==> config.mk <==
export PLATFORM = sky130hd
export DESIGN_NAME = pas_ctrl
export DESIGN_NICKNAME = d
export VERILOG_FILES = /design/src/sv/pas_pkg.sv /design/src/sv/pas_ctrl.sv
export SDC_FILE = /design/constraint.sdc
export NUM_CORES = 1
export LEC_CHECK = 0
export ABC_AREA = 0
export BUFFER_PORTS_ARGS = -buffer_cell sky130_fd_sc_hd__buf_4
export CORE_MARGIN = 2
export CORE_UTILIZATION = 50
export CTS_BUF_LIST = sky130_fd_sc_hd__clkbuf_8
export DETAILED_ROUTE_END_ITERATION = 7
export PLACE_DENSITY = 0.76
export RECOVER_POWER = 100
export SLEW_MARGIN = 10
export SYNTH_ARGS = -nofsm -noshare
export SYNTH_HDL_FRONTEND = slang
export SYNTH_SLANG_ARGS = --single-unit
export TNS_END_PERCENT = 1
==> constraint.sdc <==
create_clock -name aclk -period 1.7 [get_ports aclk]
set_input_delay 0.17 -clock aclk [delete_from_list [all_inputs] [get_ports aclk]]
set_output_delay 0.17 -clock aclk [all_outputs]
set_load 0.02 [all_outputs]
==> src/sv/pas_pkg.sv <==
// Shared types, constants and constant tables of the procedural ambience synth.
package pas_pkg;

    localparam int SAMPLE_RATE = 48000;
    localparam int PHASE_BITS  = 32;
    localparam int SIN_BITS    = 10;
    localparam int SIN_DEPTH   = 1 << SIN_BITS;
    localparam int TANH_BITS   = 10;
    localparam int TANH_DEPTH  = 1 << TANH_BITS;

    localparam longint unsigned Q30_ONE  = 64'd1 << 30;
    localparam longint unsigned Q30_HALF = 64'd1 << 29;
    localparam longint unsigned PI_HALF_Q30 = 64'd1686629713;
    localparam longint unsigned SR_L = 64'(SAMPLE_RATE);

    // Phase increments from millihertz
    localparam logic [PHASE_BITS-1:0] INC_WATER_A =
        PHASE_BITS'(((64'd130 << PHASE_BITS) + SR_L * 500) / (SR_L * 1000));
    localparam logic [PHASE_BITS-1:0] INC_WATER_B =
        PHASE_BITS'(((64'd47 << PHASE_BITS) + SR_L * 500) / (SR_L * 1000));
    localparam logic [PHASE_BITS-1:0] INC_WIND_A =
        PHASE_BITS'(((64'd50 << PHASE_BITS) + SR_L * 500) / (SR_L * 1000));
    localparam logic [PHASE_BITS-1:0] INC_WIND_B =
        PHASE_BITS'(((64'd21 << PHASE_BITS) + SR_L * 500) / (SR_L * 1000));

    localparam logic signed [25:0] K_WALK_KEEP   = 26'sd1045430;
    localparam logic signed [25:0] K_WALK_IN     = 26'sd15729;
    localparam logic signed [25:0] K_WATER_LP    = 26'sd31457;
    localparam logic signed [25:0] K_WIND_LP     = 26'sd20972;
    localparam logic signed [25:0] K_WATER_BASE  = 26'sd629146;
    localparam logic signed [25:0] K_WATER_DEPTH = 26'sd419430;
    localparam logic signed [25:0] K_WIND_BASE   = 26'sd576717;
    localparam logic signed [25:0] K_WIND_DEPTH  = 26'sd471859;

    localparam logic [31:0] SEED_FALLBACK = 32'h9E37_79B9;
    localparam logic [15:0] BUS_GAIN_MAX  = 16'd32768;
    localparam logic [16:0] TARGET_MAX    = 17'd65536;

    // Configuration register indexes
    localparam logic [1:0] CFG_AMBIENT = 2'd0;
    localparam logic [1:0] CFG_MASTER  = 2'd1;
    localparam logic [1:0] CFG_SEED    = 2'd2;

    // Multiply steps
    localparam logic [3:0] M_W1 = 4'd0;
    localparam logic [3:0] M_W2 = 4'd1;
    localparam logic [3:0] M_W3 = 4'd2;
    localparam logic [3:0] M_D3 = 4'd3;
    localparam logic [3:0] M_C1 = 4'd4;
    localparam logic [3:0] M_C2 = 4'd5;
    localparam logic [3:0] M_C3 = 4'd6;
    localparam logic [3:0] M_C4 = 4'd7;
    localparam logic [3:0] M_C5 = 4'd8;
    localparam logic [3:0] M_F1 = 4'd9;
    localparam logic [3:0] M_F2 = 4'd10;

    typedef struct packed {
        logic       latch;
        logic       div_start;
        logic       set_ramp;
        logic       frame_init;
        logic       layer_begin;
        logic       sin_a;
        logic       sin_b;
        logic       mul;
        logic       post;
        logic       tanh0;
        logic       tanh1;
        logic       layer;
        logic [3:0] mstep;
    } cmd_t;

    typedef struct packed {
        logic kind;
        logic active;
        logic div_done;
        logic out_busy;
    } status_t;

    function automatic logic signed [21:0] sine_entry(input int i);
        longint unsigned k, r, s, x, x2, p, v;
        k  = (64'(i) * 4) / SIN_DEPTH;
        r  = 64'(i) * 4 - k * SIN_DEPTH;
        s  = k[0] ? SIN_DEPTH - r : r;
        x  = (PI_HALF_Q30 * s + SIN_DEPTH / 2) / SIN_DEPTH;
        x2 = (x * x + Q30_HALF) >> 30;
        p  = Q30_ONE;
        p  = Q30_ONE - ((x2 * p + Q30_HALF) >> 30) / 156;
        p  = Q30_ONE - ((x2 * p + Q30_HALF) >> 30) / 110;
        p  = Q30_ONE - ((x2 * p + Q30_HALF) >> 30) / 72;
        p  = Q30_ONE - ((x2 * p + Q30_HALF) >> 30) / 42;
        p  = Q30_ONE - ((x2 * p + Q30_HALF) >> 30) / 20;
        p  = Q30_ONE - ((x2 * p + Q30_HALF) >> 30) / 6;
        v  = (((x * p + Q30_HALF) >> 30) + 512) >> 10;
        if (v > 1048576) begin
            v = 1048576;
        end
        return (k >= 2) ? -22'(v) : 22'(v);
    endfunction

    // Long division for table building, one quotient bit per pass
    function automatic longint unsigned udiv_table(input longint unsigned num,
                                                   input longint unsigned den);
        longint unsigned q, r;
        q = 0;
        r = 0;
        for (int b = 63; b >= 0; b--) begin
            r = (r << 1) | ((num >> b) & 64'd1);
            if (r >= den) begin
                r = r - den;
                q = q | (64'd1 << b);
            end
        end
        return q;
    endfunction

    function automatic logic [15:0] tanh_entry(input int i);
        longint unsigned h, ratio, e, den, t;
        h = ((64'd16 << 30) + TANH_DEPTH / 2) / TANH_DEPTH;
        ratio = Q30_ONE;
        ratio = Q30_ONE - ((h * ratio + Q30_HALF) >> 30) / 6;
        ratio = Q30_ONE - ((h * ratio + Q30_HALF) >> 30) / 5;
        ratio = Q30_ONE - ((h * ratio + Q30_HALF) >> 30) / 4;
        ratio = Q30_ONE - ((h * ratio + Q30_HALF) >> 30) / 3;
        ratio = Q30_ONE - ((h * ratio + Q30_HALF) >> 30) / 2;
        ratio = Q30_ONE - ((h * ratio + Q30_HALF) >> 30);
        e = Q30_ONE;
        for (int j = 0; j < i; j++) begin
            e = (e * ratio + Q30_HALF) >> 30;
        end
        den = Q30_ONE + e;
        t = udiv_table((Q30_ONE - e) * 65536 + den, den << 1);
        if (t > 32767) begin
            t = 32767;
        end
        return 16'(t);
    endfunction

endpackage

==> src/sv/pas_ctrl.sv <==
// Controller: sequences item dispatch, the divider and the multiply steps of a frame.
module pas_ctrl (
    input  logic             aclk,
    input  logic             aresetn,
    input  logic             s_valid,
    output logic             s_ready,
    input  pas_pkg::status_t st,
    output pas_pkg::cmd_t    cmd
);

    localparam logic [3:0] S_IDLE     = 4'd0;
    localparam logic [3:0] S_DISPATCH = 4'd1;
    localparam logic [3:0] S_DIV      = 4'd2;
    localparam logic [3:0] S_LCHECK   = 4'd3;
    localparam logic [3:0] S_LBEGIN   = 4'd4;
    localparam logic [3:0] S_SINA     = 4'd5;
    localparam logic [3:0] S_SINB     = 4'd6;
    localparam logic [3:0] S_MUL      = 4'd7;
    localparam logic [3:0] S_POST     = 4'd8;
    localparam logic [3:0] S_TANH0    = 4'd9;
    localparam logic [3:0] S_TANH1    = 4'd10;

    logic [3:0] state_reg, state_next;
    logic       layer_reg, layer_next;
    logic [3:0] mstep_reg, mstep_next;

    always_comb begin
        state_next = state_reg;
        layer_next = layer_reg;
        mstep_next = mstep_reg;
        cmd        = '0;
        cmd.layer  = layer_reg;
        cmd.mstep  = mstep_reg;
        unique case (state_reg)
            S_IDLE: begin
                if (s_valid) begin
                    cmd.latch  = 1'b1;
                    state_next = S_DISPATCH;
                end
            end
            S_DISPATCH: begin
                if (st.kind) begin
                    cmd.div_start = 1'b1;
                    state_next    = S_DIV;
                end else begin
                    cmd.frame_init = 1'b1;
                    layer_next     = 1'b0;
                    state_next     = S_LCHECK;
                end
            end
            S_DIV: begin
                if (st.div_done) begin
                    cmd.set_ramp = 1'b1;
                    state_next   = S_IDLE;
                end
            end
            S_LCHECK: begin
                if (st.active) begin
                    state_next = S_LBEGIN;
                end else if (layer_reg) begin
                    mstep_next = pas_pkg::M_F1;
                    state_next = S_MUL;
                end else begin
                    layer_next = 1'b1;
                end
            end
            S_LBEGIN: begin
                cmd.layer_begin = 1'b1;
                mstep_next      = layer_reg ? pas_pkg::M_D3 : pas_pkg::M_W1;
                state_next      = S_SINA;
            end
            S_SINA: begin
                cmd.sin_a  = 1'b1;
                state_next = S_SINB;
            end
            S_SINB: begin
                cmd.sin_b  = 1'b1;
                state_next = S_MUL;
            end
            S_MUL: begin
                cmd.mul    = 1'b1;
                state_next = S_POST;
            end
            S_POST: begin
                if (!(mstep_reg == pas_pkg::M_F2 && st.out_busy)) begin
                    cmd.post   = 1'b1;
                    state_next = S_MUL;
                    unique case (mstep_reg)
                        pas_pkg::M_W1: mstep_next = pas_pkg::M_W2;
                        pas_pkg::M_W2: mstep_next = pas_pkg::M_W3;
                        pas_pkg::M_W3: mstep_next = pas_pkg::M_C1;
                        pas_pkg::M_D3: mstep_next = pas_pkg::M_C1;
                        pas_pkg::M_C1: mstep_next = pas_pkg::M_C2;
                        pas_pkg::M_C2: mstep_next = pas_pkg::M_C3;
                        pas_pkg::M_C3: mstep_next = pas_pkg::M_C4;
                        pas_pkg::M_C4: mstep_next = pas_pkg::M_C5;
                        pas_pkg::M_C5: begin
                            if (layer_reg) begin
                                mstep_next = pas_pkg::M_F1;
                            end else begin
                                layer_next = 1'b1;
                                state_next = S_LCHECK;
                            end
                        end
                        pas_pkg::M_F1: state_next = S_TANH0;
                        default:       state_next = S_IDLE;
                    endcase
                end
            end
            S_TANH0: begin
                cmd.tanh0  = 1'b1;
                state_next = S_TANH1;
            end
            S_TANH1: begin
                cmd.tanh1  = 1'b1;
                mstep_next = pas_pkg::M_F2;
                state_next = S_MUL;
            end
            default: state_next = S_IDLE;
        endcase
    end

    always_ff @(posedge aclk) begin
        if (!aresetn) begin
            state_reg <= S_IDLE;
            layer_reg <= 1'b0;
            mstep_reg <= pas_pkg::M_W1;
        end else begin
            state_reg <= state_next;
            layer_reg <= layer_next;
            mstep_reg <= mstep_next;
        end
    end

    assign s_ready = (state_reg == S_IDLE);

    a_out_not_overwritten: assert property (@(posedge aclk) disable iff (!aresetn)
        (cmd.post && cmd.mstep == pas_pkg::M_F2) |-> !st.out_busy)
        else $error("result loaded over a beat not yet taken");

    a_accept_dispatch: assert property (@(posedge aclk) disable iff (!aresetn)
        (s_valid && s_ready) |=> state_reg == S_DISPATCH)
        else $error("accepted beat not dispatched");

    a_div_finish: assert property (@(posedge aclk) disable iff (!aresetn)
        (state_reg == S_DIV && st.div_done) |=> state_reg == S_IDLE)
        else $error("ramp setup did not return to idle");

endmodule

Word level (Yosys, flattened, before mapping)
Cells that the tools add are included.
{"block": "word_totals", "register_bits": 9, "latchBits": 0, "ram_bits": 0, "romBits": 0, "inputBits": 7, "word_cells": 78, "memories": 0}
{"block": "classes", "add_sub_neg": 0, "n_mul": 0, "n_div": 0, "order_cmp": 0, "n_eq_ne": 28, "n_shift": 0, "n_mux": 36, "bitwise": 0, "reduce_logical": 11}
{"cell": "case mux 4 bit (10 select lines)", "n": 1}
{"cell": "== test 4 x 3 -> 1 bit (second input constant)", "n": 8}
{"cell": "two-way mux 4 bit", "n": 8}
{"cell": "case mux 4 bit (8 select lines)", "n": 1}
{"cell": "== test 4 bit (second input constant)", "n": 6}
{"cell": "two-way mux 1 bit", "n": 21}
{"cell": "== test 4 x 2 -> 1 bit (second input constant)", "n": 4}
{"cell": "case mux 4 bit (4 select lines)", "n": 1}
{"cell": "case mux 4 bit (3 select lines)", "n": 1}
{"cell": "inequality test 2 bit (second input constant)", "n": 5}
{"cell": "inequality test 9 x 2 -> 1 bit (second input constant)", "n": 1}
{"cell": "== test 4 x 1 -> 1 bit (second input constant)", "n": 2}
{"cell": "zero test 4 bit", "n": 2}
{"cell": "AND reduction 4 bit", "n": 2}
{"cell": "OR reduction 8 bit", "n": 1}
{"cell": "AND reduction 5 bit", "n": 1}
{"cell": "nonzero test 4 bit", "n": 1}
{"cell": "OR reduction 2 bit", "n": 2}
{"cell": "two-way mux 3 bit", "n": 1}
{"cell": "inequality test 3 bit (second input constant)", "n": 1}
{"cell": "case mux 1 bit (3 select lines)", "n": 1}
{"cell": "nonzero test 3 bit", "n": 1}
{"cell": "two-way mux 2 bit", "n": 1}
{"cell": "inequality test 2 x 1 -> 1 bit (second input constant)", "n": 1}
{"cell": "logical AND 1 bit", "n": 1}

Depth between registers and ports, before layout
{"block": "logic_depth", "depth_word": 5, "depth_mapped": 6, "depth_no_buf": 4}

Worst setup path before layout
OpenSTA, ideal clock, no wires.
{"block": "synth_timing", "path_kind": "flip-flop to output port", "from": "register state_reg[3]", "to": "output port cmd[15] in the netlist's numbering", "t_arrival_ns": 1.804, "required_time_ns": 1.530, "path_slack_ns": -0.274, "stages_incl_launch_ff": 5, "cell_sequence": "dfxtp_1 -> buf_2 -> buf_1 -> nor4_1 -> and2_1"}
{"item": "start: declaration", "line_no": "pas_ctrl.sv:23", "source": "logic [3:0] state_reg, state_next;"}
{"item": "start signal: assignment", "line_no": "pas_ctrl.sv:129", "source": "state_reg <= state_next;"}
{"item": "end: declaration", "line_no": "pas_ctrl.sv:8", "source": "output pas_pkg::cmd_t cmd"}

==> impl_metrics.yaml <==
outcome:
  status: "finished, violations left"
  failed_checks: "setup timing"
timing:
  period_share_pct: 100
  fmax_mhz: 586
  relSlewSlack_pct: 70.7
  finalHoldViolations: 0
  fin_ws_ps: -5.45
  setup_viol: 1
  slew_violations: 0
  rsz0062_at_grt: "true"
  worst_pin_slew_ps: 433
  clock_skew_ps: 4.34
  fin_crit_ps: 1710
synth:
  muxShareOfSynthArea_pct: 1.16
  ys_async_sr_fraction_pct: 0
  syn_area_sq_um: 975
  synth_compound_area_share_pct: 35.8
  synthAdderAreaFrac_pct: 0
  synth-simple-area-share_pct: 34.3
  ys_seq_elements: 9
  yosys.area.top_type: "dfxtp_1"
  synth.avg_cell_area_sq_um: 7.44
  syn-num-nets: 138
  synth_edf_count: 0
  synth_flop_cell: "dfxtp_1"
  seq_area_frac_synth_pct: 18.5
  syn_inst: 131
  synth.area.top_cells: "dfxtp_1 18%, a21oi_1 3.6%, buf_2 3.6%"
  yosys.area_share.xor_xnor_pct: 0
  yosys_warnings: 0
  synth_top_family_by_area: "compound AO/OA/AOI/OAI gates"
  synth_top_area_share_pct: 18.5
  netlist-cell-type-count: 52
route:
  drt-initial-drc-count: 75
  routedWlPerCell_um: 17.0
  drc: 0
  drtAntennaViolNets: 0
  via_per_inst: 6.50
  num_vias: 1177
  wirelength_um: 3080
  dr.pass1.iters: 4
finish:
  post-route-util_pct: 71.6
  final_common_cell: "buf_4"
  mostFrequentLayoutCells: "30 x buf_4, 7 x inv_1, 7 x nor2_1, 7 x a21oi_1, 6 x clkbuf_1"
  drive_gt1_share_pct: 30.8
  area_growth_pct: 30.9
  finalNonFillerCells: 181
  final_area_sq_um: 1280
  diodes: 0
  nNetsFinal: 164
clock_tree:
  cts_max_path_buffers: 2
  cts_tree: "yes"
  clkTransAtPathRegs_ps: 50
  cts_num_sinks: 9
  cts-htree-levels: 1
  hold_buffers: 0
  tritoncts.num_buffers: 3
  cts_setup_buffers: 0
  cts_root_buffer: "clkbuf_8"
  clkLatencyLatePin_ps: 250
grt:
  grt_pass1_wl_um: 4790
  grt_overflow_total: 0
  grt_max_degree: 13
  grt_use_total_pct: 29.9
  grt_pass1_vias: 990
  antenna_found_initial: 0
power:
  vdd_drop_max_uv: 545
  combPwrFrac_pct: 29.0
  intPower_uw: 477
  leakagePower_nw: 0.479
  switching_share_pct: 33.5
  p_sw_uw: 241
  p_per_area_nw_per_um2: 563
  pwr-share-clk_pct: 37.4
  power_frac_seq_pct: 33.6
  total_power_uw: 718
setup_path:
  r2r_slack_ps: 100
  path_class: "reg2out"
  cp-end-kind: "primary output"
  critPathLaunchType: "flip-flop"
  worstPathArrival_ps: 1540
  path_max_fanout: 4
  cp_data_required_time_ps: 1530
floorplan:
  die_y_um: 48.2
  fp-row-count: 15
  ios: 24
  initial_core_util_pct: 54.7
  core_area_sq_um: 1780
  die-width_um: 48.2
  die_area_sq_um: 2320
placement:
  hpwl_um: 2150
  dp.cells: 177
  io_buffer_count: 23
  globalplace.congestion: 0.957
  place_area_sq_um: 1230
flow_run:
  drv_cap: 0
hold_path:
  min_path_type: "in2reg"
cell families (layout without fill, tap and decap cells):
| family | Yosys count | after routing |
|---|---|---|
| AO/OA/AOI/OAI | 48 | 48 |
| buffers and inverters | 22 | 47 |
| flip-flops | 9 | 9 |
| multiplexers | 1 | 1 |
| AND/OR/NAND/NOR | 51 | 51 |
worst max-delay path, cell delays in order, from the launching register on:
cell and delay [ps]:
dfxtp_2 340, buf_4 150, or4b_4 520, nor2_2 120, buf_4 150
Yosys cell counts, drive strengths merged, types with 2 or more instances:
master	instances
nor2	8
a21boi	3
and3	3
o21a	3
a211oi	3
o211ai	3
or4b	3
dfxtp	9
nor4	2
o22ai	5
a21oi	8
o41ai	2
inv	6
nand2	2
nor2b	3
and2	3
nor3	5
and4	3
or3b	3
o21bai	2
nand2b	5
a22o	3
o21ai	5
clkbuf	6
buf	10
a31oi	5
through the flow:
stage | hold slack [ps] | setup TNS (ps) | setup WS [ps]
3_5_place_dp | 462 | 0 | 45.9
6_report | 209 | -5.45 | -5.45
3_3_place_gp | 464 | 0 | 111
4_1_cts | 201 | 0 | 3.35
2_1_floorplan | 397 | -42.8 | -42.8
5_1_grt | 238 | -45.8 | -24.5
area by class of cell:
cell class	count	area (sq um)
Tap cell	25	31.3
Timing Repair Buffer	37	268
Multi-Input combinational cell	100	724
Sequential cell	9	185
Inverter	6	22.5
Clock buffer	3	41.3
Clock inverter	1	3.75
Fill cell	150	507
path summary, 6_finish.rpt:
path / startpoint / to / cells past startpoint
setup / recovery: state_reg[0]$_SDFFE_PN0P_ / cmd[7] / 4
hold / removal: aresetn / mstep_reg[3]$_SDFFE_PN0P_ / 3
setup reg to reg: state_reg[0]$_SDFFE_PN0P_ / mstep_reg[2]$_SDFFE_PN0P_ / 5
hold reg to reg: mstep_reg[3]$_SDFFE_PN0P_ / mstep_reg[3]$_SDFFE_PN0P_ / 2
power groups by stage:
stage	registers [mW]	clock network [mW]	logic, mW
2_1_floorplan	0.232	0	0.134
6_report	0.242	0.268	0.208
3_5_place_dp	0.243	0	0.202
5_1_grt	0.243	0.275	0.223
4_1_cts	0.240	0.273	0.205
3_3_place_gp	0.243	0	0.199
timing repair:
item / 4_1_cts / 5_1_grt
setup endpoints to repair: 2 / 10
hold endpoints to repair: 0 / 0
pin swaps: 0 / 2
gates resized for setup: 3 / 5
routing by layer:
| metal | vias to the layer above | track usage [%] | wire (um) |
|---|---|---|---|
| met3 | 11 | 6.67 | 178 |
| met2 | 53 | 48.4 | 1500 |
| met4 | 0 | 7.57 | 50 |
| met5 | - | 0 | 0 |
| li1 | 553 | - | - |
| met1 | 560 | 40.0 | 1350 |
Power figures use the tool's default switching activity.
